[config.mk]
export PLATFORM = sky130hd
export DESIGN_NAME = stc_ctrl
export DESIGN_NICKNAME = d
export VERILOG_FILES = /design/src/rtl/core/stc_pkg.sv /design/src/rtl/core/stc_ctrl.sv
export SDC_FILE = /design/constraint.sdc
export NUM_CORES = 1
export LEC_CHECK = 0
export BUFFER_PORTS_ARGS = -buffer_cell sky130_fd_sc_hd__buf_2
export CAP_MARGIN = 10
export CORE_AREA = 2 2 39 41
export DETAILED_ROUTE_END_ITERATION = 16
export DIE_AREA = 0 0 41 43
export GPL_ROUTABILITY_DRIVEN = 0
export PLACE_DENSITY = 0.59
export SLEW_MARGIN = 10
export SYNTH_ARGS = -nofsm -noshare
export SYNTH_HDL_FRONTEND = slang
export SYNTH_SLANG_ARGS = --single-unit
[constraint.sdc]
create_clock -name i_clk -period 1.3 [get_ports i_clk]
set_input_delay 0 -clock i_clk [delete_from_list [all_inputs] [get_ports i_clk]]
set_output_delay 0 -clock i_clk [all_outputs]
set_load 0.005 [all_outputs]
[src/rtl/core/stc_pkg.sv]
// stc_pkg: shared constants, types and helpers of the spline tone curve
// used by every module under rtl/core; depends on nothing

package stc_pkg;

    localparam int NUM_KNOTS  = 5;
    localparam int KNOT_REGS  = 5;
    localparam int KNOT_LAST  = NUM_KNOTS - 1;
    localparam int KNOT_W     = 13;
    localparam int KNOT_ONE   = 4096;
    localparam int CFG_IDX_W  = 3;
    localparam int SEG_W      = $clog2(NUM_KNOTS);

    localparam int CHAN_W     = 8;
    localparam int CHAN_MAX   = 255;
    localparam int LANES      = 3;
    localparam int DATA_W     = LANES * CHAN_W;

    localparam int FRAC_W     = 16;
    localparam int RECIP      = ((2 ** FRAC_W) - 1) / CHAN_MAX;
    localparam int SPAN_W     = CHAN_W + SEG_W;
    localparam int MUL_W      = SPAN_W + 9;
    localparam int POS_W      = SEG_W + FRAC_W;

    localparam int COEF_W     = 20;
    localparam int PROD_W     = COEF_W + FRAC_W + 1;
    localparam int SCL_W      = COEF_W + CHAN_W;
    localparam int OUT_SHIFT  = 13;

    localparam int STG_N      = 8;

    typedef logic [NUM_KNOTS-1:0][KNOT_W-1:0] t_knots;
    typedef logic signed [COEF_W-1:0] t_coef;
    typedef logic signed [PROD_W-1:0] t_prod;

    typedef struct packed {
        logic [STG_N-1:0] en;
        logic             last_vld;
    } t_stg_ctl;

    function automatic logic [KNOT_W-1:0] knot_reset(input int idx);
        return KNOT_W'((KNOT_ONE * idx) / KNOT_LAST);
    endfunction

    function automatic t_coef to_coef(input logic [KNOT_W-1:0] k);
        return $signed(COEF_W'(k));
    endfunction

    // product divided by 2^16, rounded toward zero
    function automatic t_coef trunc_frac(input t_prod p);
        t_prod t;
        t = p + (p[PROD_W-1] ? PROD_W'((2 ** FRAC_W) - 1) : '0);
        return t[FRAC_W +: COEF_W];
    endfunction

endpackage

[src/rtl/core/stc_ctrl.sv]
// stc_ctrl: valid and stall chain shared by all lanes of the curve pipeline
// depends on stc_pkg

module stc_ctrl (
    input  logic              i_clk,
    input  logic              i_rst_n,
    input  logic              i_in_valid,
    output logic              o_in_ready,
    input  logic              i_out_ready,
    output stc_pkg::t_stg_ctl o_ctl
);

    logic [stc_pkg::STG_N-1:0] r_vld;
    logic [stc_pkg::STG_N-1:0] n_vld;
    logic [stc_pkg::STG_N:0]   rdy;
    logic [stc_pkg::STG_N-1:0] en;

    always_comb begin
        rdy[stc_pkg::STG_N] = i_out_ready;
        for (int k = stc_pkg::STG_N - 1; k >= 0; k--) begin
            rdy[k] = !r_vld[k] || rdy[k+1];
        end
        en[0] = i_in_valid && rdy[0];
        for (int k = 1; k < stc_pkg::STG_N; k++) begin
            en[k] = r_vld[k-1] && rdy[k];
        end
        for (int k = 0; k < stc_pkg::STG_N; k++) begin
            n_vld[k] = en[k] || (r_vld[k] && !rdy[k+1]);
        end
    end

    always_ff @(posedge i_clk) begin
        if (!i_rst_n) begin
            r_vld <= '0;
        end else begin
            r_vld <= n_vld;
        end
    end

    assign o_in_ready     = rdy[0];
    assign o_ctl.en       = en;
    assign o_ctl.last_vld = r_vld[stc_pkg::STG_N-1];

endmodule

Word level (Yosys, flattened, before mapping)
Cells that the tools add are included.

Reduce and logical (&&, ||, !) cells: 48.

Operator list (count): logical AND 1 bit (16); zero test 1 bit (16); logical OR 1 bit (16).

Register bits: 8. Input bits: 4. Output and inout bits: 10. Word-level logic and storage cells: 49.

Logic depth before layout (Yosys ltp)
Word-level depth: 11. Depth in mapped cells: 3. Mapped depth without buffers: 3.

Worst setup path before layout
No wires, ideal clock.

Path type: register to register. Start: reg r_vld[6] in the netlist's numbering. End: reg r_vld[4] in the netlist's numbering. Library setup time: 0.115 ns. Arrival: 0.859 ns. Data required time: 1.185 ns. Slack: 0.326 ns. Stages on the path, launching flop included: 4. Path buffers: 0. Period minus slack after synthesis: 0.974 ns. Path through: dfxtp_1 -> and4b_1 -> and2_1 -> o21a_1.

Longest elaborated chain between the ends: 6. Elaborated cells on any way between the ends: 8. Classes of those cells: 8 x reduce/logical.

Ends and longest elaborated chain: start, declared (line stc_ctrl.sv:13) `logic [stc_pkg::STG_N-1:0] r_vld;`; start signal, assigned (line stc_ctrl.sv:36) `r_vld <= n_vld;`; zero test 1 bit (*) (line stc_ctrl.sv:21) `rdy[k] = !r_vld[k] || rdy[k+1];`; logical OR 1 bit (*) (2 in series) (line stc_ctrl.sv:21); logical OR 1 bit or zero test 1 bit (tied branches) (line stc_ctrl.sv:21, stc_ctrl.sv:28); logical AND 1 bit (on tied branches) (line stc_ctrl.sv:25, stc_ctrl.sv:28); logical OR 1 bit (*) (line stc_ctrl.sv:28) `n_vld[k] = en[k] || (r_vld[k] && !rdy[k+1]);`.

Mark *: on every way between the ends. The rest lies on a longest branch, timed or not. A chain may end at the register's enable or synchronous reset.

==> Flow_metrics.wiki <==
{| class="wikitable"
! Metric !! Value
|-
| Net Switching || around 0.00010 W
|-
| Insertion delay to the later sink of the worst-skew pair || about 250 ps
|-
| Power share of the clock group || about two fifths
|-
| Violation count after the first detailed-route iteration || 4
|-
| VDD IR-drop max || approximately 0.32 mV
|-
| Most flop-heavy register || r_vld
|-
| TritonCTS buffer count || 3
|-
| Fin crit period || between 1000 and 1500 ps
|-
| Critical path capture point type || output pin
|-
| I/O pin cnt || 14
|-
| Core Util, Final || 35.80%
|-
| Number of buffer and inverter stages on the critical path || 1
|-
| Initial antenna violation count || 0
|-
| Num Clock Sinks || 8
|-
| Number of enable-type register cells in the synthesized netlist || 0
|-
| Worst setup path class || flop to output pin
|-
| Flip-flop count of the largest register after layout || 8
|-
| Largest net degree at the start of global routing || 11
|-
| Highest signal layer in the routed design || met4
|-
| Post-route design area || slightly below 500 sq um
|-
| Detailed-routed wire length on met2 || ~350 microns
|-
| Avg Vias per Cell || 4.583
|-
| List of cells traversed by the critical path || and4b_1, and2_4, a21boi_1, buf_2
|-
| Total number of vias || 330
|-
| Relative area change from synthesis to final layout || 35.62%
|-
| Most common flop cell mapped by yosys || sky130_fd_sc_hd__dfxtp_1
|-
| Final critical-path share of the clock period || 95.45%
|-
| Distinct cell type count after synthesis || 19
|-
| Die footprint || ~0.0018 sq mm
|-
| Critical path arrival || around 1200 ps
|-
| Startpoint type of the worst setup path || flop
|-
| Height of the die || approximately 43 microns
|-
| Gate count after technology mapping || 39
|-
| Number of iterations in the first detailed-routing pass || 4
|-
| Biggest area contributors in the synthesized netlist || sky130_fd_sc_hd__dfxtp_1 (44%), sky130_fd_sc_hd__nor2b_1 (10%), sky130_fd_sc_hd__o21a_1 (8.2%), sky130_fd_sc_hd__a21boi_0 (4.1%), sky130_fd_sc_hd__a31oi_1 (3.4%)
|-
| Routed len/inst || 10.21 microns
|-
| Clock transition at path regs || 50 ps
|-
| Regs by FF count || r_vld x8
|-
| Final-layout fill cell count || about 150
|-
| Max-Slew Margin vs Limit || between 80% and 90%
|-
| Routed met3 length || roughly 38 microns
|-
| Synthesis warning total || 0
|-
| Post-synthesis sequential area ratio || between 40% and 50%
|-
| Wire length of the first global-routing pass || around 1200 microns
|-
| Antenna-violating nets left || 0
|-
| Share of flip-flops with an asynchronous set or reset after synthesis || 0%
|-
| Result of the run || completed
|-
| Yosys top cell area share || 43.84%
|-
| Worst Max-Slew Pin Slew || ~230 ps
|-
| Highest fanout seen on the critical path || 4
|-
| Row Count || 14
|-
| Number of H-tree levels || 1
|-
| Maximum clock frequency || 805.9 MHz
|-
| Int Power || around 0.00037 W
|-
| Synth cell count leaders || sky130_fd_sc_hd__dfxtp_1 (8), sky130_fd_sc_hd__nor2b_1 (6), sky130_fd_sc_hd__o21a_1 (4)
|-
| Final-layout setup total negative slack || 0 ps
|-
| Global-route congestion overflow total || 0
|-
| Area of the core || approximately 0.0014 sq mm
|-
| LEAKAGE || approximately 0.23 nW
|-
| Sw Share || a little over a fifth
|-
| Worst Hold Class || primary input to flop
|-
| Netlist Area Pre-Place || between 300 and 400 sq um
|-
| Critical-path cell with the highest stage delay || sky130_fd_sc_hd__dfxtp_4
|-
| Post-synthesis area per instance || approximately 9.4 sq um
|-
| Unrepaired setup endpoints after global routing || true
|-
| Flop and latch count out of synthesis || 8
|-
| Instance area at placement || 439.2 sq um
|-
| Worst path required time || 1300 ps
|-
| Power per unit of standard cell area || between 900 and 1000 mW/mm^2
|-
| CTS Buffer Depth || 2
|-
| Total global routing track utilization || slightly above 10%
|-
| HPWL reported at the end of detailed placement || between 500 and 600 microns
|-
| Sum of routed wire length over all layers || 735 microns
|-
| Via count of the first global-routing pass || 310
|-
| Clock tree from TritonCTS || yes
|-
| Quantity of I/O buffers inserted on ports || 13
|-
| Overall Power || ~0.00047 W
|-
| Layout cell share with drive strength beyond 1 || around two fifths
|-
| Final setup skew || 0.6180 ps
|-
| Share of power burned in combinational logic || between 6 and 7%
|-
| Starting Density || approximately a quarter
|-
| Die width || about 41 microns
|-
| Most used standard cell by instance count after synthesis || sky130_fd_sc_hd__dfxtp_1
|-
| Final count of negative-setup-slack endpoints || 0
|-
| NumNets Final || slightly above 60
|-
| Largest area contributor in the netlist || sky130_fd_sc_hd__dfxtp_1
|-
| Mapped Nets || 43
|-
| Number of diodes || 0
|-
| Max stage delay on crit path || 350 ps
|-
| Number of design rule violations left after detail routing || 0
|-
| Clk Tree Root Cell || sky130_fd_sc_hd__clkbuf_4
|-
| Sequential group share of total power || ~54%
|-
| Final Hold Fails || 0
|-
| Final Max Tran Viols || 0
|-
| Met1 wire length || ~330 microns
|-
| Worst path top cell family by delay || simple AND/OR/NAND/NOR gates
|-
| Maximum Capacitance Violations || 0
|}
[logic make-up (layout without fill, tap and decap cells)]
| family | count (synthesis) | after routing | share of synthesized area, % |
|---|---|---|---|
| simple gates | 16 | 16 | 28.43 |
| flops | 8 | 8 | 43.83 |
| buf+inv | 3 | 20 | 4.108 |
| compound gates | 12 | 12 | 23.63 |
[metrics by stage]
stage          hold slack [ps]  setup slack [ps]  instances
2_1_floorplan            67.34             326.2         39
3_3_place_gp             243.7             278.9         66
3_5_place_dp             249.3             265.4         66
4_1_cts                  45.10             1.850         71
5_1_grt                  60.94            -12.52         72
6_report                 50.00             59.21         72
[worst paths after layout]
check	from	cells after the start	slack (ps)	endpoint
max	r_vld[6]$_SDFF_PN0_	4	60	o_ctl[4]
max reg2reg	r_vld[6]$_SDFF_PN0_	3	280	r_vld[1]$_SDFF_PN0_
min reg2reg	r_vld[0]$_SDFF_PN0_	2	500	r_vld[1]$_SDFF_PN0_
min	i_rst_n	2	50	r_vld[5]$_SDFF_PN0_
[layout make-up]
cell class | instances | area, sq um | area share [%]
Multi-Input combinational cell | 28 | 192.7 | 38.89
Sequential cell | 8 | 166.4 | 33.59
Timing Repair Buffer | 16 | 90.09 | 18.18
Clock buffer | 3 | 22.52 | 4.545
Tap cell | 16 | 20.02 | 4.040
Inverter | 1 | 3.754 | 0.7576
[layout by cell type (no fill, tap or decap), drive strengths merged, types with 2 or more instances in the layout]
cell / instances
a21boi: 3
a31oi: 2
and2: 2
buf: 15
clkbuf: 3
dfxtp: 8
nand2: 2
nand3: 2
nor2b: 6
o21a: 4
[routing by layer]
metal / vias to the layer above / global-route usage, %
met4: 0 / 10.00
met5: - / 0
li1: 175 / -
met3: 2 / 3.141
met2: 11 / 15.00
met1: 142 / 10.32
[power by group through the flow]
| stage | Sequential (W) | Combinational [W] | Clock (W) |
|---|---|---|---|
| after detailed placement | 0.000261 | 0.0000277 | 0 |
| after global routing | 0.000255 | 0.0000350 | 0.000220 |
| after CTS | 0.000256 | 0.0000302 | 0.000205 |
| after global placement | 0.000261 | 0.0000279 | 0 |
| after floorplan | 0.000260 | 0.0000160 | 0 |
| final | 0.000254 | 0.0000302 | 0.000188 |
[what timing repair did]
| item | 4_1_cts | 5_1_grt |
|---|---|---|
| hold buffers | 1 | 0 |
| gates resized for setup | 0 | 6 |
| hold endpoints to repair | 1 | 0 |
| cloned | 0 | 0 |
| setup buffers | 1 | 1 |
| setup endpoints to repair | 1 | 6 |
| pin swaps | 1 | 3 |
Note: power is estimated with default switching activity, not from simulation.
