`config.mk`:
```
export PLATFORM = sky130hd
export DESIGN_NAME = stc_merge
export DESIGN_NICKNAME = d
export VERILOG_FILES = /design/src/rtl/core/stc_pkg.sv /design/src/rtl/core/stc_merge.sv
export SDC_FILE = /design/constraint.sdc
export NUM_CORES = 1
export LEC_CHECK = 0
export ABC_CLOCK_PERIOD_IN_PS = 9400
export BUFFER_PORTS_ARGS = -buffer_cell sky130_fd_sc_hd__buf_2
export CAP_MARGIN = 20
export CORE_MARGIN = 4
export CORE_UTILIZATION = 37
export DETAILED_ROUTE_END_ITERATION = 10
export GPL_ROUTABILITY_DRIVEN = 0
export PLACE_DENSITY = 0.57
export SLEW_MARGIN = 20
export SYNTH_ARGS = -nofsm -noshare
export SYNTH_HDL_FRONTEND = slang
export SYNTH_SLANG_ARGS = --single-unit
```
`constraint.sdc`:
```
create_clock -name i_clk -period 9.4 [get_ports i_clk]
set_input_delay 1.88 -clock i_clk [delete_from_list [all_inputs] [get_ports i_clk]]
set_output_delay 1.88 -clock i_clk [all_outputs]
set_load 0.05 [all_outputs]
```
`src/rtl/core/stc_pkg.sv`:
```
// stc_pkg: shared constants, types and helpers of the spline tone curve
// used by every module under rtl/core; depends on nothing

package stc_pkg;

    localparam int NUM_KNOTS  = 5;
    localparam int KNOT_REGS  = 5;
    localparam int KNOT_LAST  = NUM_KNOTS - 1;
    localparam int KNOT_W     = 13;
    localparam int KNOT_ONE   = 4096;
    localparam int CFG_IDX_W  = 3;
    localparam int SEG_W      = $clog2(NUM_KNOTS);

    localparam int CHAN_W     = 8;
    localparam int CHAN_MAX   = 255;
    localparam int LANES      = 3;
    localparam int DATA_W     = LANES * CHAN_W;

    localparam int FRAC_W     = 16;
    localparam int RECIP      = ((2 ** FRAC_W) - 1) / CHAN_MAX;
    localparam int SPAN_W     = CHAN_W + SEG_W;
    localparam int MUL_W      = SPAN_W + 9;
    localparam int POS_W      = SEG_W + FRAC_W;

    localparam int COEF_W     = 20;
    localparam int PROD_W     = COEF_W + FRAC_W + 1;
    localparam int SCL_W      = COEF_W + CHAN_W;
    localparam int OUT_SHIFT  = 13;

    localparam int STG_N      = 8;

    typedef logic [NUM_KNOTS-1:0][KNOT_W-1:0] t_knots;
    typedef logic signed [COEF_W-1:0] t_coef;
    typedef logic signed [PROD_W-1:0] t_prod;

    typedef struct packed {
        logic [STG_N-1:0] en;
        logic             last_vld;
    } t_stg_ctl;

    function automatic logic [KNOT_W-1:0] knot_reset(input int idx);
        return KNOT_W'((KNOT_ONE * idx) / KNOT_LAST);
    endfunction

    function automatic t_coef to_coef(input logic [KNOT_W-1:0] k);
        return $signed(COEF_W'(k));
    endfunction

    // product divided by 2^16, rounded toward zero
    function automatic t_coef trunc_frac(input t_prod p);
        t_prod t;
        t = p + (p[PROD_W-1] ? PROD_W'((2 ** FRAC_W) - 1) : '0);
        return t[FRAC_W +: COEF_W];
    endfunction

endpackage

```
`src/rtl/core/stc_merge.sv`:
```
// stc_merge: scales and saturates the lane results and holds the output pixel
// depends on stc_pkg

module stc_merge (
    input  logic                             i_clk,
    input  logic                             i_rst_n,
    input  logic                             i_valid,
    output logic                             o_ready,
    input  stc_pkg::t_coef [stc_pkg::LANES-1:0] i_val,
    output logic                             o_valid,
    input  logic                             i_ready,
    output logic [stc_pkg::DATA_W-1:0]       o_data
);

    logic                        r_valid;
    logic [stc_pkg::DATA_W-1:0]  r_data;
    logic [stc_pkg::DATA_W-1:0]  n_data;
    logic [stc_pkg::SCL_W-1:0]   w;
    logic                        load;

    // value times 255 over 8192, negative clips to zero, overflow saturates to 255
    always_comb begin
        n_data = '0;
        w      = '0;
        for (int l = 0; l < stc_pkg::LANES; l++) begin
            w = (stc_pkg::SCL_W'(i_val[l]) << stc_pkg::CHAN_W) - stc_pkg::SCL_W'(i_val[l]);
            if (i_val[l][stc_pkg::COEF_W-1]) begin
                n_data[l*stc_pkg::CHAN_W +: stc_pkg::CHAN_W] = '0;
            end else if (|w[stc_pkg::SCL_W-1:stc_pkg::OUT_SHIFT+stc_pkg::CHAN_W]) begin
                n_data[l*stc_pkg::CHAN_W +: stc_pkg::CHAN_W] = '1;
            end else begin
                n_data[l*stc_pkg::CHAN_W +: stc_pkg::CHAN_W] =
                    w[stc_pkg::OUT_SHIFT +: stc_pkg::CHAN_W];
            end
        end
    end

    assign o_ready = !r_valid || i_ready;
    assign load    = i_valid && o_ready;

    always_ff @(posedge i_clk) begin
        if (!i_rst_n) begin
            r_valid <= 1'b0;
        end else if (o_ready) begin
            r_valid <= i_valid;
        end
    end

    always_ff @(posedge i_clk) begin
        if (load) begin
            r_data <= n_data;
        end
    end

    assign o_valid = r_valid;
    assign o_data  = r_data;

endmodule

```
; Yosys cells after proc, flatten, opt, wreduce, memory -nomap -nowiden
; Cells that the tools add are included.
[op_classes]
reduce_logical = 6
addsub = 3
muxes = 3
[op_table]
columns = operator, count
row1 = $sub 28x20->28, 3
row2 = $mux 8, 3
row3 = $reduce_or 7->1, 3
row4 = $logic_and 1x1->1, 1
row5 = $logic_not 1->1, 1
row6 = $logic_or 1x1->1, 1
[totals]
inputBits = 64
reg_bits = 25

; Logic depth before layout (Yosys ltp)
; Gate-level depths: netlist of run 1.
[logic_depth]
word_depth = 3
mapped_depth = 11
mapped_depth_nobuf = 9

; Least setup slack after synthesis of run 1
; No wires, ideal clock.
[synth_path]
kind = input -> register
from = input i_val[19] (netlist name)
to = register r_data, in the netlist o_data[0] (data pin)
setup_slack_ns = 4.819
stages = 10
arrival_ns = 4.299
required_ns = 9.118
path_cell_list = clkbuf_1 inv_1 ha_1 a21oi_1 o21ai_0 a311oi_1 a21oi_1 a311o_1 a2111oi_4 a31oi_1
[synth_via]
elab_chain_cells = 3
[synth_lines]
columns = item, line_no
row1 = "start, declared", stc_merge.sv:9  ; input stc_pkg::t_coef [stc_pkg::LANES-1:0] i_val,
row2 = $sub 28x20->28, stc_merge.sv:26  ; w = (stc_pkg::SCL_W'(i_val[l]) << stc_pkg::CHAN_W) - stc_pkg::SCL_W'(i_val[l]);
row3 = $reduce_or 7->1, stc_merge.sv:29  ; end else if (|w[stc_pkg::SCL_W-1:stc_pkg::OUT_SHIFT+stc_pkg::CHAN_W]) begin
row4 = $mux 8, stc_merge.sv:29
row5 = "end signal, assigned", stc_merge.sv:51  ; r_data <= n_data;
row6 = "end, declared", stc_merge.sv:16  ; logic [stc_pkg::DATA_W-1:0] r_data;
; Parallel ways exist; a longest one is shown, timed or not.
; A chain may end at the register's enable or synchronous reset.

; Worst setup path after layout of run 1
[layout_path]
from = input i_val[19] (netlist name)
to = register r_data, in the netlist o_data[3] (data pin)
; The elaborated chain is that of the path after synthesis.

==> results of run 1 <==
==> state kept, by name (all words and copies together) (netlist names) <==
| name | flops |
|---|---|
| o_data | 24 |
| o_valid | 1 |
==> cell type report <==
class | count | area [µm²] | share of cell area
clock buffers | 4 | 78.83 | 0.01605
repair buffers | 89 | 445.4 | 0.09070
inverters | 51 | 191.4 | 0.03898
multi-input cells | 447 | 3279 | 0.6678
flip-flops and latches | 25 | 740.7 | 0.1508
well taps | 140 | 175.2 | 0.03567
==> cell families after synthesis <==
group / Yosys count
DFF: 25
AOI/OAI and AO/OA: 212
adders and majority gates: 57
and+or+nand+nor: 145
muxes: 3
buffers and inverters: 65
xor gates and xnor gates: 30
==> per-stage QoR <==
step                      hold slack, ns    util  power (mW)  area [µm²]  setup slack, ns
after detailed placement          0.5253  0.4362      0.4219        4832            4.464
after CTS                         0.5359  0.4433      0.5158        4911            4.732
after global placement            0.5028  0.4362      0.4218        4832            4.466
after floorplan                    1.146       -      0.3504        4264            4.819
after global routing              0.5654  0.4433      0.5527        4911            4.474
final                             0.5305  0.4433      0.5152        4911            4.726
==> worst max-delay path by stage <==
stage,end,cells after the start
global placement,o_data[3]$_SDFFCE_PP0P_,10
CTS,o_data[3]$_SDFFCE_PP0P_,10
floorplan,o_data[0]$_SDFFCE_PP0P_,10
finish,o_data[3]$_SDFFCE_PP0P_,10
detailed placement,o_data[3]$_SDFFCE_PP0P_,10
global route,o_data[0]$_SDFFCE_PP0P_,10
==> power breakdown <==
group / switching [mW] / internal (mW)
clock: 0.0340 / 0.0579
combinational: 0.182 / 0.108
sequential: 0.00216 / 0.130
total: 0.219 / 0.296
==> layer usage <==
metal	share of wire	vias to the layer above
met5	0	-
met4	0.020	0
met3	0.050	19
met2	0.46	134
met1	0.47	2058
li1	-	2244
==> worst max-delay path: stages <==
cell and delay [ns]:
buf_2 0.14, inv_1 0.26, ha_1 0.35, a21oi_1 0.37, o21ai_0 0.22, a311oi_1 0.30, a21oi_1 0.07, a311o_1 0.36
a2111oi_4 0.53, a31oi_1 0.16
==> placed cells by master, fill, tap and decap left out, types with 10 or more instances in the layout <==
| cell type | netlist | layout |
|---|---|---|
| a21oi_1 | 54 | 54 |
| xnor2_1 | 15 | 15 |
| a211oi_1 | 10 | 10 |
| nor3_1 | 11 | 11 |
| edfxtp_1 | 24 | 24 |
| o21ai_0 | 31 | 31 |
| nor2_1 | 25 | 25 |
| nand4_1 | 12 | 12 |
| nand2_1 | 35 | 35 |
| xor2_1 | 15 | 15 |
| a21o_1 | 26 | 26 |
| inv_1 | 51 | 51 |
| buf_2 | 0 | 89 |
| ha_1 | 57 | 57 |
| a31oi_1 | 13 | 13 |
| a41oi_1 | 17 | 17 |
| nand3_1 | 11 | 11 |
==> run metrics, run 1 <==
Post-synth top flop=edfxtp_1; DRC Markers=0; yosys warns=0; Worst setup EP type=flop; Placed Instances=752; Reg2Reg Capture Point=o_data[2]$_SDFFCE_PP0P_; Avg Inst Size Synth=7.941 µm²; latest clock arrival within the worst-skew pair=0.26 ns; Ports=90; WHS Path Cells=2; met2 GRT Util=0.2936; FFs w/ async S/R, synth=0; Synth Area in Compound Gates=0.3501; xor/xnor share of the synthesized area=0.06162; Rows=38; router iterations before antenna repair=5; Synth Instances=537; setup bufs post-CTS=0; RSZ-0062 raised after global routing=no; Rel. slew slack=0.3276; Synth Area in Simple Gates=0.1822; Clock Skew=0.001054 ns; synthesis-stage register bit count=25; leading area contributor after synthesis=edfxtp_1; Hold Path Origin=o_valid$_SDFFE_PN0N_; most numerous cell in the Yosys netlist=ha_1; Highest Clock Rate=0.2140 GHz; period utilization=0.4972; largest family of logic cells by synthesized area=compound AO/OA/AOI/OAI gates; Hold Vio Cnt, Final=0; crit path DAT=4.65 ns; crit path launch=i_val[19]; routed len/inst=15.88 µm; # port buffers=89; die width=115.4 µm; Total GRT Usage=0.1761; Max VDD drop=58.09 µV; most frequent cells after synthesis=ha_1, a21oi_1, inv_1, nand2_1, o21ai_0; Vias/cell=5.893; CTS tree=yes; Synth Cell Area=4264 µm²; Startpoint Class=input pin; Critical R2R Launch=o_valid$_SDFFE_PN0N_; final setup vio count=0; GRT overflow=0; grt met1 use=0.2456; Worst Tran Pin Value=1.009 ns; largest cells by area after synthesis=edfxtp_1, ha_1, a21oi_1, a21o_1, inv_1; Bufs on Longest Clock Path=2; final wirelength=12.00 mm; Slew Limit Fails=0; M3 GR Usage=0.006316; Max FO, Critical Path=9; post-CTS sizing=0; Yosys top cell area share=0.1690; Final Non-Filler Cells=756; Initial Utilization=0.3849; Root Driver=clkbuf_16; core area=11080 µm²; Synth cell types=68; final setup TNS=0 ns; CTS clk-pin slew, worst paths=0.06 ns; Tmin final=4.674 ns; number of H-tree levels=1; Hold Path End=o_valid$_SDFFE_PN0N_; initial antenna violation count=0; Via Count=4455; number of synthesized flops with an enable pin=24; status=finished clean; post-synthesis sequential area ratio=0.1737; fillers=1131; layout cell share with drive strength beyond 1=0.1867; CP required=9.37 ns; ANT cells=0; r2r setup slk=7.81 ns; die area=13310 µm²; Die Y=115.4 µm; Iter 0 DRT Violations=260; fin nets=738; Post-CTS Hold Fix Bufs=0; Most Used Layer, Global Route=met2; post-synthesis mux area share=0.007923; Adder-Cell Fraction of Synth Area=0.1673; P&R area growth vs syn=15.17%; Tightest Hold Check Type=flop to flop; critical path class=input pin to flop; largest net degree at the start of global routing=25; Routed Antenna Nets=0; DP Wirelength=10.31 mm; reg2reg path depth=2; Clock Sinks=25; Static Leak=2.254 nW; max-cap viol count=0; vias in the first global route=4244; global-route wire length before repair=19.51 mm; syn nets=658; cts bufs inserted=3; PD cells=104.9 nW/µm²
No activity file was read; power rests on OpenSTA's default activity.
==> inputs of run 2 (changes only) <==
ABC_CLOCK_PERIOD_IN_PS = 4480   (was 9400)
clock period = 4.48 ns   (was 9.4 ns; I/O delays follow)
==> run metrics, run 2 (same netlist as run 1, synthesis figures left out) <==
P&R area growth vs syn=15.52%; Critical R2R Launch=o_valid$_SDFFE_PN0N_; Worst Tran Pin Value=1.040 ns; CP max stage delay=0.55 ns; critical path class=input pin to flop; Highest Clock Rate=0.2690 GHz; DP Wirelength=10.54 mm; final setup vio count=0; GRT overflow=0; Clock Sinks=25; CP required=4.45 ns; buffer and inverter count on the worst path=2; Die Y=115.4 µm; Rel. slew slack=0.3064; Iter 0 DRT Violations=334; Root Driver=clkbuf_16; die width=115.4 µm; routed len/inst=16.17 µm; Vias/cell=5.939; Top delay family on crit path=compound AO/OA/AOI/OAI gates; Tmin final=3.717 ns; Post-CTS Hold Fix Bufs=0; Bufs on Longest Clock Path=2; fin nets=740; Slew Limit Fails=0; Hold Vio Cnt, Final=0; setup bufs post-CTS=0; Max VDD drop=125.7 µV; Routed Antenna Nets=0; largest net degree at the start of global routing=25; Rows=38; layout cell share with drive strength beyond 1=0.1893; router iterations before antenna repair=5; most common cell after layout, fill and taps aside=buf_2; vias in the first global route=4321; final wirelength=12.26 mm; slowest CP cell=a2111oi_4; # port buffers=89; status=finished clean; Largest register FFs=24; initial antenna violation count=0; Startpoint Class=input pin; reg2reg path depth=2; Clock Skew=0.002913 ns; die area=13310 µm²; post-CTS sizing=0; RSZ-0062 raised after global routing=no; PD cells=220.8 nW/µm²; crit path DAT=3.68 ns; CTS tree=yes; Worst path most repeated cell=a21oi_1; Worst setup EP type=flop; Reg2Reg Capture Point=o_data[10]$_SDFFCE_PP0P_; fillers=1163; r2r setup slk=2.87 ns; latest clock arrival within the worst-skew pair=0.25 ns; Max FO, Critical Path=9; crit path to=o_data[0]$_SDFFCE_PP0P_; core area=11080 µm²; crit path launch=i_val[19]; DP Area=4847 µm²; Total GRT Usage=0.1831; CP cell instances=buf_2 > inv_1 > ha_1 > a21oi_1 > o21ai_0 > a311oi_1 > a21oi_1 > a311o_1 > a2111oi_4 > a31oi_1; DRC Markers=0; Ports=90; Initial Utilization=0.3849; number of H-tree levels=1; global-route wire length before repair=20.31 mm; period utilization=0.8297; Tightest Hold Check Type=flop to flop; max-cap viol count=0; CTS clk-pin slew, worst paths=0.06 ns; critical path depth=10; Via Count=4502; Static Leak=2.264 nW; final setup TNS=0 ns; cts bufs inserted=3; most frequent cells in the layout=buf_2, ha_1, a21oi_1, inv_1, nand2_1; post-route cell area=4926 µm²; ANT cells=0
## run 2: metrics by stage
stage / total power, mW / setup slack (ns) / hold slack (ns) / instances / utilization
final: 1.088 / 0.7627 / 0.5288 / 758 / 0.4447
after global routing: 1.168 / 0.5747 / 0.5864 / 758 / 0.4447
after detailed placement: 0.8939 / 0.5499 / 0.5171 / 754 / 0.4375
after floorplan: 0.7352 / 0.8831 / 1.035 / 537 / -
after CTS: 1.086 / 0.8119 / 0.5280 / 758 / 0.4447
after global placement: 0.8894 / 0.5468 / 0.5029 / 754 / 0.4375
## run 2: report_power, final
group	internal [mW]	switching (mW)	total (mW)	leakage [nW]
clock network	0.121	0.0699	0.191	0.0382
registers	0.273	0.00464	0.278	0.241
logic	0.231	0.387	0.618	1.99
total	0.626	0.462	1.09	2.26
## run 2: per-layer routing
| metal | GRT usage | part of all wire | vias to the layer above |
|---|---|---|---|
| li1 | - | - | 2256 |
| met5 | 0 | 0 | - |
| met2 | 0.3137 | 0.46 | 125 |
| met4 | 0.04460 | 0.016 | 0 |
| met3 | 0.007368 | 0.049 | 15 |
| met1 | 0.2544 | 0.47 | 2106 |
## run 2: tightest hold or removal path, stage by stage (launching register included)
cell and delay, ns:
dfxtp_1 0.31, nand2b_1 0.09, a21boi_0 0.08
## run 2: how the worst min path moves through the flow
| stage | start | to | cells past startpoint |
|---|---|---|---|
| final | o_valid$_SDFFE_PN0N_ | o_valid$_SDFFE_PN0N_ | 2 |
| after global routing | o_valid$_SDFFE_PN0N_ | o_valid$_SDFFE_PN0N_ | 2 |
| after CTS | o_valid$_SDFFE_PN0N_ | o_valid$_SDFFE_PN0N_ | 2 |
| after detailed placement | o_valid$_SDFFE_PN0N_ | o_valid$_SDFFE_PN0N_ | 2 |
| after global placement | o_valid$_SDFFE_PN0N_ | o_valid$_SDFFE_PN0N_ | 2 |
| after floorplan | i_valid | o_valid$_SDFFE_PN0N_ | 2 |
## run 2: cell type report
| cell class | count | area [µm²] | share of cell area |
|---|---|---|---|
| multi-input combinational | 447 | 3279 | 0.6657 |
| sequential | 25 | 740.7 | 0.1504 |
| timing repair buffer | 91 | 460.4 | 0.09347 |
| tap | 140 | 175.2 | 0.03556 |
| clock buffer | 4 | 78.83 | 0.01600 |
| inverter | 51 | 191.4 | 0.03886 |
