File: src/rtl/core/stc_pkg.sv
// stc_pkg: shared constants, types and helpers of the spline tone curve
// used by every module under rtl/core; depends on nothing

package stc_pkg;

    localparam int NUM_KNOTS  = 5;
    localparam int KNOT_REGS  = 5;
    localparam int KNOT_LAST  = NUM_KNOTS - 1;
    localparam int KNOT_W     = 13;
    localparam int KNOT_ONE   = 4096;
    localparam int CFG_IDX_W  = 3;
    localparam int SEG_W      = $clog2(NUM_KNOTS);

    localparam int CHAN_W     = 8;
    localparam int CHAN_MAX   = 255;
    localparam int LANES      = 3;
    localparam int DATA_W     = LANES * CHAN_W;

    localparam int FRAC_W     = 16;
    localparam int RECIP      = ((2 ** FRAC_W) - 1) / CHAN_MAX;
    localparam int SPAN_W     = CHAN_W + SEG_W;
    localparam int MUL_W      = SPAN_W + 9;
    localparam int POS_W      = SEG_W + FRAC_W;

    localparam int COEF_W     = 20;
    localparam int PROD_W     = COEF_W + FRAC_W + 1;
    localparam int SCL_W      = COEF_W + CHAN_W;
    localparam int OUT_SHIFT  = 13;

    localparam int STG_N      = 8;

    typedef logic [NUM_KNOTS-1:0][KNOT_W-1:0] t_knots;
    typedef logic signed [COEF_W-1:0] t_coef;
    typedef logic signed [PROD_W-1:0] t_prod;

    typedef struct packed {
        logic [STG_N-1:0] en;
        logic             last_vld;
    } t_stg_ctl;

    function automatic logic [KNOT_W-1:0] knot_reset(input int idx);
        return KNOT_W'((KNOT_ONE * idx) / KNOT_LAST);
    endfunction

    function automatic t_coef to_coef(input logic [KNOT_W-1:0] k);
        return $signed(COEF_W'(k));
    endfunction

    // product divided by 2^16, rounded toward zero
    function automatic t_coef trunc_frac(input t_prod p);
        t_prod t;
        t = p + (p[PROD_W-1] ? PROD_W'((2 ** FRAC_W) - 1) : '0);
        return t[FRAC_W +: COEF_W];
    endfunction

endpackage

File: src/rtl/core/stc_lane.sv
// stc_lane: one channel through the spline, segment pick then Horner steps
// depends on stc_pkg; stage enables come from stc_ctrl

module stc_lane (
    input  logic                             i_clk,
    input  stc_pkg::t_stg_ctl                i_ctl,
    input  stc_pkg::t_knots                  i_knots,
    input  logic [stc_pkg::CHAN_W-1:0]       i_chan,
    output stc_pkg::t_coef                   o_val
);

    // segment and fraction
    logic [stc_pkg::SPAN_W-1:0] span;
    logic [stc_pkg::MUL_W-1:0]  base;
    logic [stc_pkg::MUL_W-1:0]  corr;
    logic [stc_pkg::POS_W-1:0]  pos;
    logic [stc_pkg::SEG_W-1:0]  r_seg;
    logic [stc_pkg::FRAC_W-1:0] r_frac;

    always_comb begin
        span = stc_pkg::SPAN_W'(i_chan) * stc_pkg::SPAN_W'(stc_pkg::KNOT_LAST);
        base = stc_pkg::MUL_W'(span) * stc_pkg::MUL_W'(stc_pkg::RECIP);
        corr = (stc_pkg::MUL_W'(span) + stc_pkg::MUL_W'(1)) * stc_pkg::MUL_W'(stc_pkg::RECIP);
        pos  = stc_pkg::POS_W'(base + (corr >> stc_pkg::FRAC_W));
    end

    always_ff @(posedge i_clk) begin
        if (i_ctl.en[0]) begin
            r_seg  <= pos[stc_pkg::FRAC_W +: stc_pkg::SEG_W];
            r_frac <= pos[stc_pkg::FRAC_W-1:0];
        end
    end

    // knot pick and doubled coefficients
    logic [stc_pkg::SEG_W:0]   i3w;
    logic [stc_pkg::SEG_W-1:0] i0, i2, i3;
    stc_pkg::t_coef k0, k1, k2, k3, g, d1, d2;
    stc_pkg::t_coef r_a0, r_a1, r_a2, r_a3;
    logic [stc_pkg::FRAC_W-1:0] r_f1;

    always_comb begin
        i3w = {1'b0, r_seg} + (stc_pkg::SEG_W+1)'(2);
        i0  = r_seg - stc_pkg::SEG_W'(1);
        i2  = (r_seg == stc_pkg::SEG_W'(stc_pkg::KNOT_LAST))
              ? r_seg : r_seg + stc_pkg::SEG_W'(1);
        i3  = i3w[stc_pkg::SEG_W-1:0];
        k1  = stc_pkg::to_coef(i_knots[r_seg]);
        k2  = stc_pkg::to_coef(i_knots[i2]);
        k0  = (r_seg != '0) ? stc_pkg::to_coef(i_knots[i0]) : '0;
        k3  = (i3w < (stc_pkg::SEG_W+1)'(stc_pkg::NUM_KNOTS))
              ? stc_pkg::to_coef(i_knots[i3]) : '0;
        g   = k2 - k1;
        d1  = (r_seg != '0) ? k2 - k0 : g <<< 1;
        d2  = (i3w < (stc_pkg::SEG_W+1)'(stc_pkg::NUM_KNOTS)) ? k3 - k1 : g <<< 1;
    end

    always_ff @(posedge i_clk) begin
        if (i_ctl.en[1]) begin
            r_a0 <= k1 <<< 1;
            r_a1 <= d1;
            r_a2 <= (g <<< 2) + (g <<< 1) - (d1 <<< 1) - d2;
            r_a3 <= d1 + d2 - (g <<< 2);
            r_f1 <= r_frac;
        end
    end

    // horner evaluation
    logic signed [stc_pkg::FRAC_W:0] fs1, fs3, fs5;
    stc_pkg::t_prod r_p3, r_p2, r_p1;
    stc_pkg::t_coef r_a2_2, r_a1_2, r_a0_2;
    stc_pkg::t_coef r_a1_3, r_a0_3, r_a1_4, r_a0_4, r_a0_5, r_a0_6;
    stc_pkg::t_coef r_s2, r_s1, r_v;
    logic [stc_pkg::FRAC_W-1:0] r_f2, r_f3, r_f4, r_f5;

    assign fs1 = $signed({1'b0, r_f1});
    assign fs3 = $signed({1'b0, r_f3});
    assign fs5 = $signed({1'b0, r_f5});

    always_ff @(posedge i_clk) begin
        if (i_ctl.en[2]) begin
            r_p3   <= stc_pkg::PROD_W'(r_a3) * stc_pkg::PROD_W'(fs1);
            r_a2_2 <= r_a2;
            r_a1_2 <= r_a1;
            r_a0_2 <= r_a0;
            r_f2   <= r_f1;
        end
        if (i_ctl.en[3]) begin
            r_s2   <= stc_pkg::trunc_frac(r_p3) + r_a2_2;
            r_a1_3 <= r_a1_2;
            r_a0_3 <= r_a0_2;
            r_f3   <= r_f2;
        end
        if (i_ctl.en[4]) begin
            r_p2   <= stc_pkg::PROD_W'(r_s2) * stc_pkg::PROD_W'(fs3);
            r_a1_4 <= r_a1_3;
            r_a0_4 <= r_a0_3;
            r_f4   <= r_f3;
        end
        if (i_ctl.en[5]) begin
            r_s1   <= stc_pkg::trunc_frac(r_p2) + r_a1_4;
            r_a0_5 <= r_a0_4;
            r_f5   <= r_f4;
        end
        if (i_ctl.en[6]) begin
            r_p1   <= stc_pkg::PROD_W'(r_s1) * stc_pkg::PROD_W'(fs5);
            r_a0_6 <= r_a0_5;
        end
        if (i_ctl.en[7]) begin
            r_v    <= stc_pkg::trunc_frac(r_p1) + r_a0_6;
        end
    end

    assign o_val = r_v;

endmodule

File: config.mk
export PLATFORM = sky130hd
export DESIGN_NAME = stc_lane
export DESIGN_NICKNAME = d
export VERILOG_FILES = /design/src/rtl/core/stc_pkg.sv /design/src/rtl/core/stc_lane.sv
export SDC_FILE = /design/constraint.sdc
export NUM_CORES = 2
export LEC_CHECK = 0
export ABC_CLOCK_PERIOD_IN_PS = 8600
export BUFFER_PORTS_ARGS = -buffer_cell sky130_fd_sc_hd__buf_2
export CAP_MARGIN = 20
export CORE_MARGIN = 2
export CORE_UTILIZATION = 55
export CTS_BUF_LIST = sky130_fd_sc_hd__clkbuf_4 sky130_fd_sc_hd__clkbuf_8
export CTS_CLUSTER_SIZE = 24
export DETAILED_ROUTE_END_ITERATION = 7
export PLACE_DENSITY = 0.76
export SLEW_MARGIN = 40
export SYNTH_ARGS = -nofsm -noshare
export SYNTH_HDL_FRONTEND = slang
export SYNTH_SLANG_ARGS = --single-unit
File: constraint.sdc
create_clock -name i_clk -period 8.6 [get_ports i_clk]
set_clock_uncertainty 0.05 [all_clocks]
set_input_delay 0 -clock i_clk [delete_from_list [all_inputs] [get_ports i_clk]]
set_output_delay 0 -clock i_clk [all_outputs]
set_load 0.005 [all_outputs]
* After elaboration in Yosys (flattened, before gate mapping)
Index checks and enable logic that the tools add are counted.
** Storage, ports and cells
- Logic and storage cells :: 73
- Bits of input ports :: 83
- Output and inout bits :: 20
- Register bits :: 488
** Operators by class
- Eq/ne operators :: 1
- Multiplexer cells :: 16
- Multipliers :: 5
- Reductions and logical operators :: 1
- $lt $le $gt $ge :: 5
- $add $sub $neg :: 19
** Operator list (count)
- binary-select mux 13 bit (select 3 bit) :: 4
- multiplier 20 x 17 -> 37 bit :: 3
- adder 36 x 16 -> 36 bit :: 3
- 2-to-1 mux 13 bit :: 6
- adder 20 bit :: 3
- 2-to-1 mux 16 bit :: 3
- subtractor 13 x 13 -> 14 bit :: 3
- 2-to-1 mux 20 bit :: 2
- adder 20 x 15 -> 20 bit :: 1
- multiplier 11 x 9 -> 20 bit (second input constant) :: 1
- subtractor 17 x 20 -> 20 bit :: 1
- subtractor 20 x 16 -> 20 bit :: 1
- subtractor 20 bit :: 1
- adder 19 x 4 -> 19 bit :: 1
- adder 16 x 15 -> 17 bit :: 1
- multiplier 8 x 9 -> 17 bit (second input constant) :: 1
- less-than comparator 3 x 4 -> 1 bit (second input constant) :: 4
- adder 10 x 1 -> 11 bit (second input constant) :: 1
- adder 3 x 2 -> 4 bit (second input constant) :: 1
- less-than comparator 4 x 3 -> 1 bit (second input constant) :: 1
- adder 3 x 1 -> 3 bit (second input constant) :: 1
- equality test 3 bit (second input constant) :: 1
- 2-to-1 mux 3 bit :: 1
- nonzero test 3 bit :: 1
- subtractor 3 x 1 -> 3 bit (second input constant) :: 1

* Longest topological paths before layout
- Word-level depth :: 8
- Mapped depth :: 33
- Gate-level depth less buffers :: 31

* Worst setup path before layout
OpenSTA, ideal clock, no wires.
- Path type :: reg2reg
- Start point :: reg r_seg[0] (netlist name)
- End point :: reg r_a2[19], data pin
- Setup time :: 257 ps
- Cell stages (with the launch flop) :: 30
- Path buffers :: 4
- Data required time :: 8293 ps
- Arrival time :: 6818 ps
- Setup slack :: 1475 ps
- Clock period less this slack :: 7125 ps
- Path through :: edfxtp_1 clkbuf_1 buf_1 clkbuf_1 buf_1 nor2_1 a21oi_1 o21a_1 ha_1 nor2b_1 o21ai_0 a21oi_1 o21a_1 o21ai_0 a211oi_1 o21a_1 o21ai_0 a21bo_2 o21ai_0 fa_1 fa_1 inv_1 ha_1 nand3_1 a211o_1 nand3_1 a31oi_1 o21ai_0 nand2_1 a32o_1
** Between the ends
- Word-level cells in the longest chain between the ends :: 8
- Elaborated cells on any way between the ends :: 25
- Those cells by class :: add/sub: 9; order compare: 1; eq/ne: 1; mux: 13; reduce/logical: 1
** Ends and longest elaborated chain
- start: declaration :: RTL line stc_lane.sv:17 : logic [stc_pkg::SEG_W-1:0] r_seg;
- start signal: assignment :: RTL line stc_lane.sv:29 : r_seg <= pos[stc_pkg::FRAC_W +: stc_pkg::SEG_W];
- adder 3 x 1 -> 3 bit, or another cell as far along :: RTL line stc_lane.sv:45 : ? r_seg : r_seg + stc_pkg::SEG_W'(1);
- 2-to-1 mux 3 bit / binary-select mux 13 bit (select 3 bit) (equally long branches) :: RTL line stc_lane.sv:45, stc_lane.sv:49
- binary-select mux 13 bit (select 3 bit) / 2-to-1 mux 13 bit (equally long branches) :: RTL line stc_lane.sv:48, stc_lane.sv:49
- 2-to-1 mux 13 bit (on tied branches) :: RTL line stc_lane.sv:48, stc_lane.sv:49
- subtractor 13 x 13 -> 14 bit (on tied branches) :: RTL line stc_lane.sv:52, stc_lane.sv:53
- adder 16 x 15 -> 17 bit / 2-to-1 mux 20 bit (equally long branches) :: RTL line stc_lane.sv:61, stc_lane.sv:53
- subtractor 17 x 20 -> 20 bit :: RTL line stc_lane.sv:61 : r_a2 <= (g <<< 2) + (g <<< 1) - (d1 <<< 1) - d2;
- subtractor 20 bit (*) :: RTL line stc_lane.sv:61
- end signal: assignment :: RTL line stc_lane.sv:61
- end: declaration :: RTL line stc_lane.sv:38 : stc_pkg::t_coef r_a0, r_a1, r_a2, r_a3;
Every way passes the cells marked *; elsewhere a longest branch is shown, timed or not. The select of a mux whose other input is x is not followed.
A chain may end at the register's enable or synchronous reset.

* Final worst setup path
- Start point :: reg r_seg[1] (netlist name)
- End point :: reg r_a2[18], data pin
Same word-level chain as after synthesis.

==> qor.txt <==
status -> completed
Root Driver -> clkbuf_8
met1 GRT Util -> 0.3117
Area Overhead vs Synth -> 6.787%
most common cell in the netlist -> inv_1
Setup CP Type -> reg2reg
Slowest cell on crit path -> edfxtp_1
Placed Area -> 0.06240 sq mm
Post-Route WL -> 132900 um
setup TNS -> 0 ns
routed len/inst -> 17.78 um
endpoints failing hold -> 0
largest net degree at the start of global routing -> 75
HP Class -> in2reg
Setup WS pre-CTS -> 0.9570 ns
Post-synth EDFFs -> 468
detailed-placement wirelength estimate -> 107300 um
vias -> 41116
Slew Viols, Final -> 0
layout cells sized above 1 -> 0.05844
die area -> 0.1124 sq mm
Core Box Area -> 0.1089 sq mm
DRC errors left -> 0
Critical Path End Type -> register
f_max -> 0.1283 GHz
sequential area share after synthesis -> 0.2328
flop-to-flop setup slack -> 0.81 ns
worst skew pair latency -> 0.70 ns
CTS sink cnt -> 468
busiest grt layer -> met2
Clock Path Buffers -> 3
Max-slew headroom -> 0.3840
Distinct cells, synth -> 73
slowest stage delay, CP -> 0.60 ns
top cells by area, synth -> fa_1 33%, edfxtp_1 23%, ha_1 9.7%, inv_1 7.6%, nand2_1 4.6%
Core Rows -> 121
vias in the first global route -> 43835
top cell type's share of synthesized area -> 0.3332
post_cts resized -> 0
GRT Overall Usage -> 0.2432
starting density of the core -> 0.5547
Final min period -> 7.793 ns
first-pass GRT wire length -> 219000 um
predominant post-synthesis flop cell -> edfxtp_1
Post-Syn Area -> 0.06038 sq mm
post-detailed-route count of antenna-violating nets -> 0
Final period util -> 0.9062
ys async rst share -> 0
GRT overflow -> 0
drt pass-1 iters -> 6
worst endpoint required time -> 8.97 ns
initial antenna violation count -> 2
nets -> 7559
type of origin of the critical path -> register
Avg Inst Size Synth -> 10.21 sq um
die height -> 335.3 um
synthesized net count -> 7470
Commonest cells post-synth -> 1229 x inv_1, 1005 x fa_1, 734 x nand2_1
yosys warns -> 0
fin util -> 0.5923
cell count after synthesis -> 5915
Crit Path Max Fanout -> 14
Final Wtd Congestion -> 0.9133
# H-tree levels -> 3
CTS Buf Count -> 75
Synth area leader -> fa_1
post-route cell area -> 0.06448 sq mm
# IOs -> 103
post-DR vias/cell -> 5.502
grt met3 use -> 0.03344
CTS tree -> built
final worst slack -> 0.8068 ns
chip width -> 335.3 um
CP dominant cell by count -> inv_1
RSZ-0062 raised after global routing -> false
routing usage on met2 -> 0.4243
WP data arrival -> 8.17 ns
worst-margin pin slew -> 0.9240 ns
drt first-iter violations -> 2690
port bufs -> 101
clock slew at reported path FFs -> 0.09 ns
Synth Register Bits -> 468
endpoints failing setup -> 0
max-cap violation count -> 0
critical path, delay by kind of cell, from the launching register on:
family | cells | cell delay (ns)
buffers and inverters | 5 | 0.77
XOR/XNOR | 2 | 0.40
flip-flops | 1 | 0.60
adder cells (fa/ha/maj) | 6 | 2.03
AND/OR/NAND/NOR | 5 | 1.36
AO/OA/AOI/OAI | 11 | 2.33
flip-flops by register name, summed over array words and instances, names as in the netlist, 20 cells and up:
| name | cells |
|---|---|
| r_p2 | 37 |
| r_s2 | 20 |
| o_val | 20 |
| r_s1 | 20 |
| r_p3 | 37 |
| r_a3 | 20 |
| r_a2_2 | 20 |
| r_a2 | 20 |
| r_p1 | 37 |
metrics by stage:
step,std cells,hold slack [ns]
finish,7473,0.07644
detailed placement,7289,0.2888
floorplan,5915,0.06250
global route,7473,0.04442
global placement,7279,0.2809
CTS,7461,0.008125
what timing repair did:
item / CTS / global route
endpoints found under the setup margin: 0 / 0
hold buffers: 41 / 1
setup buffers: 0 / 0
endpoints found under the hold margin: 237 / 64
worst paths after layout:
check	from	depth (start not counted)	end
min reg2reg	r_a0_5[11]$_DFFE_PP_	0	r_a0_6[11]$_DFFE_PP_
min	i_knots[1]	6	r_a0[2]$_DFFE_PP_
max reg2reg	r_seg[1]$_DFFE_PP_	29	r_a2[18]$_DFFE_PP_
max	r_seg[1]$_DFFE_PP_	29	r_a2[18]$_DFFE_PP_
placed cells by master (no fill, tap or decap), drive strengths merged, types with 21 or more instances in the layout:
master,netlist,layout
a21o,72,72
and2,398,398
inv,1229,1237
clkinv,0,22
nand3,51,51
nand2,734,734
buf,13,167
clkbuf,184,95
nand2b,21,21
o21a,41,41
nor2,190,190
dlygate4sd3,0,42
a21oi,201,201
o21ai,117,117
mux4,27,27
nor2b,40,40
xor2,72,72
xnor2,212,212
ha,467,467
a211oi,23,23
and3,24,24
edfxtp,468,468
nor3,43,43
o21bai,29,29
fa,1005,1005
mux2i,34,34
nand4,25,25
routing by layer:
layer	wire, um	share of wire
met3	8212	0.062
met5	0	0
met4	4309	0.032
met1	53440	0.40
met2	66900	0.50
cells by family after synthesis:
logic type	synth area share
multiplexers	0.01832
adder cells (fa/ha/maj)	0.4302
XOR/XNOR	0.04120
buffers and inverters	0.08867
AO/OA/AOI/OAI	0.06577
flip-flops	0.2328
AND/OR/NAND/NOR	0.1231
final cells by class:
class	instances	area, sq um
fillers	8794	44380
repair buffers	209	1533
flip-flops and latches	468	14050
multi-input cells	4021	40980
diodes	1	2.502
clock inverters	36	340.3
well taps	1414	1769
clock buffers	95	1182
inverters	1229	4613
Power is not shown: default switching activity piles up to over one toggle a cycle in this logic, so the estimate is an artifact.
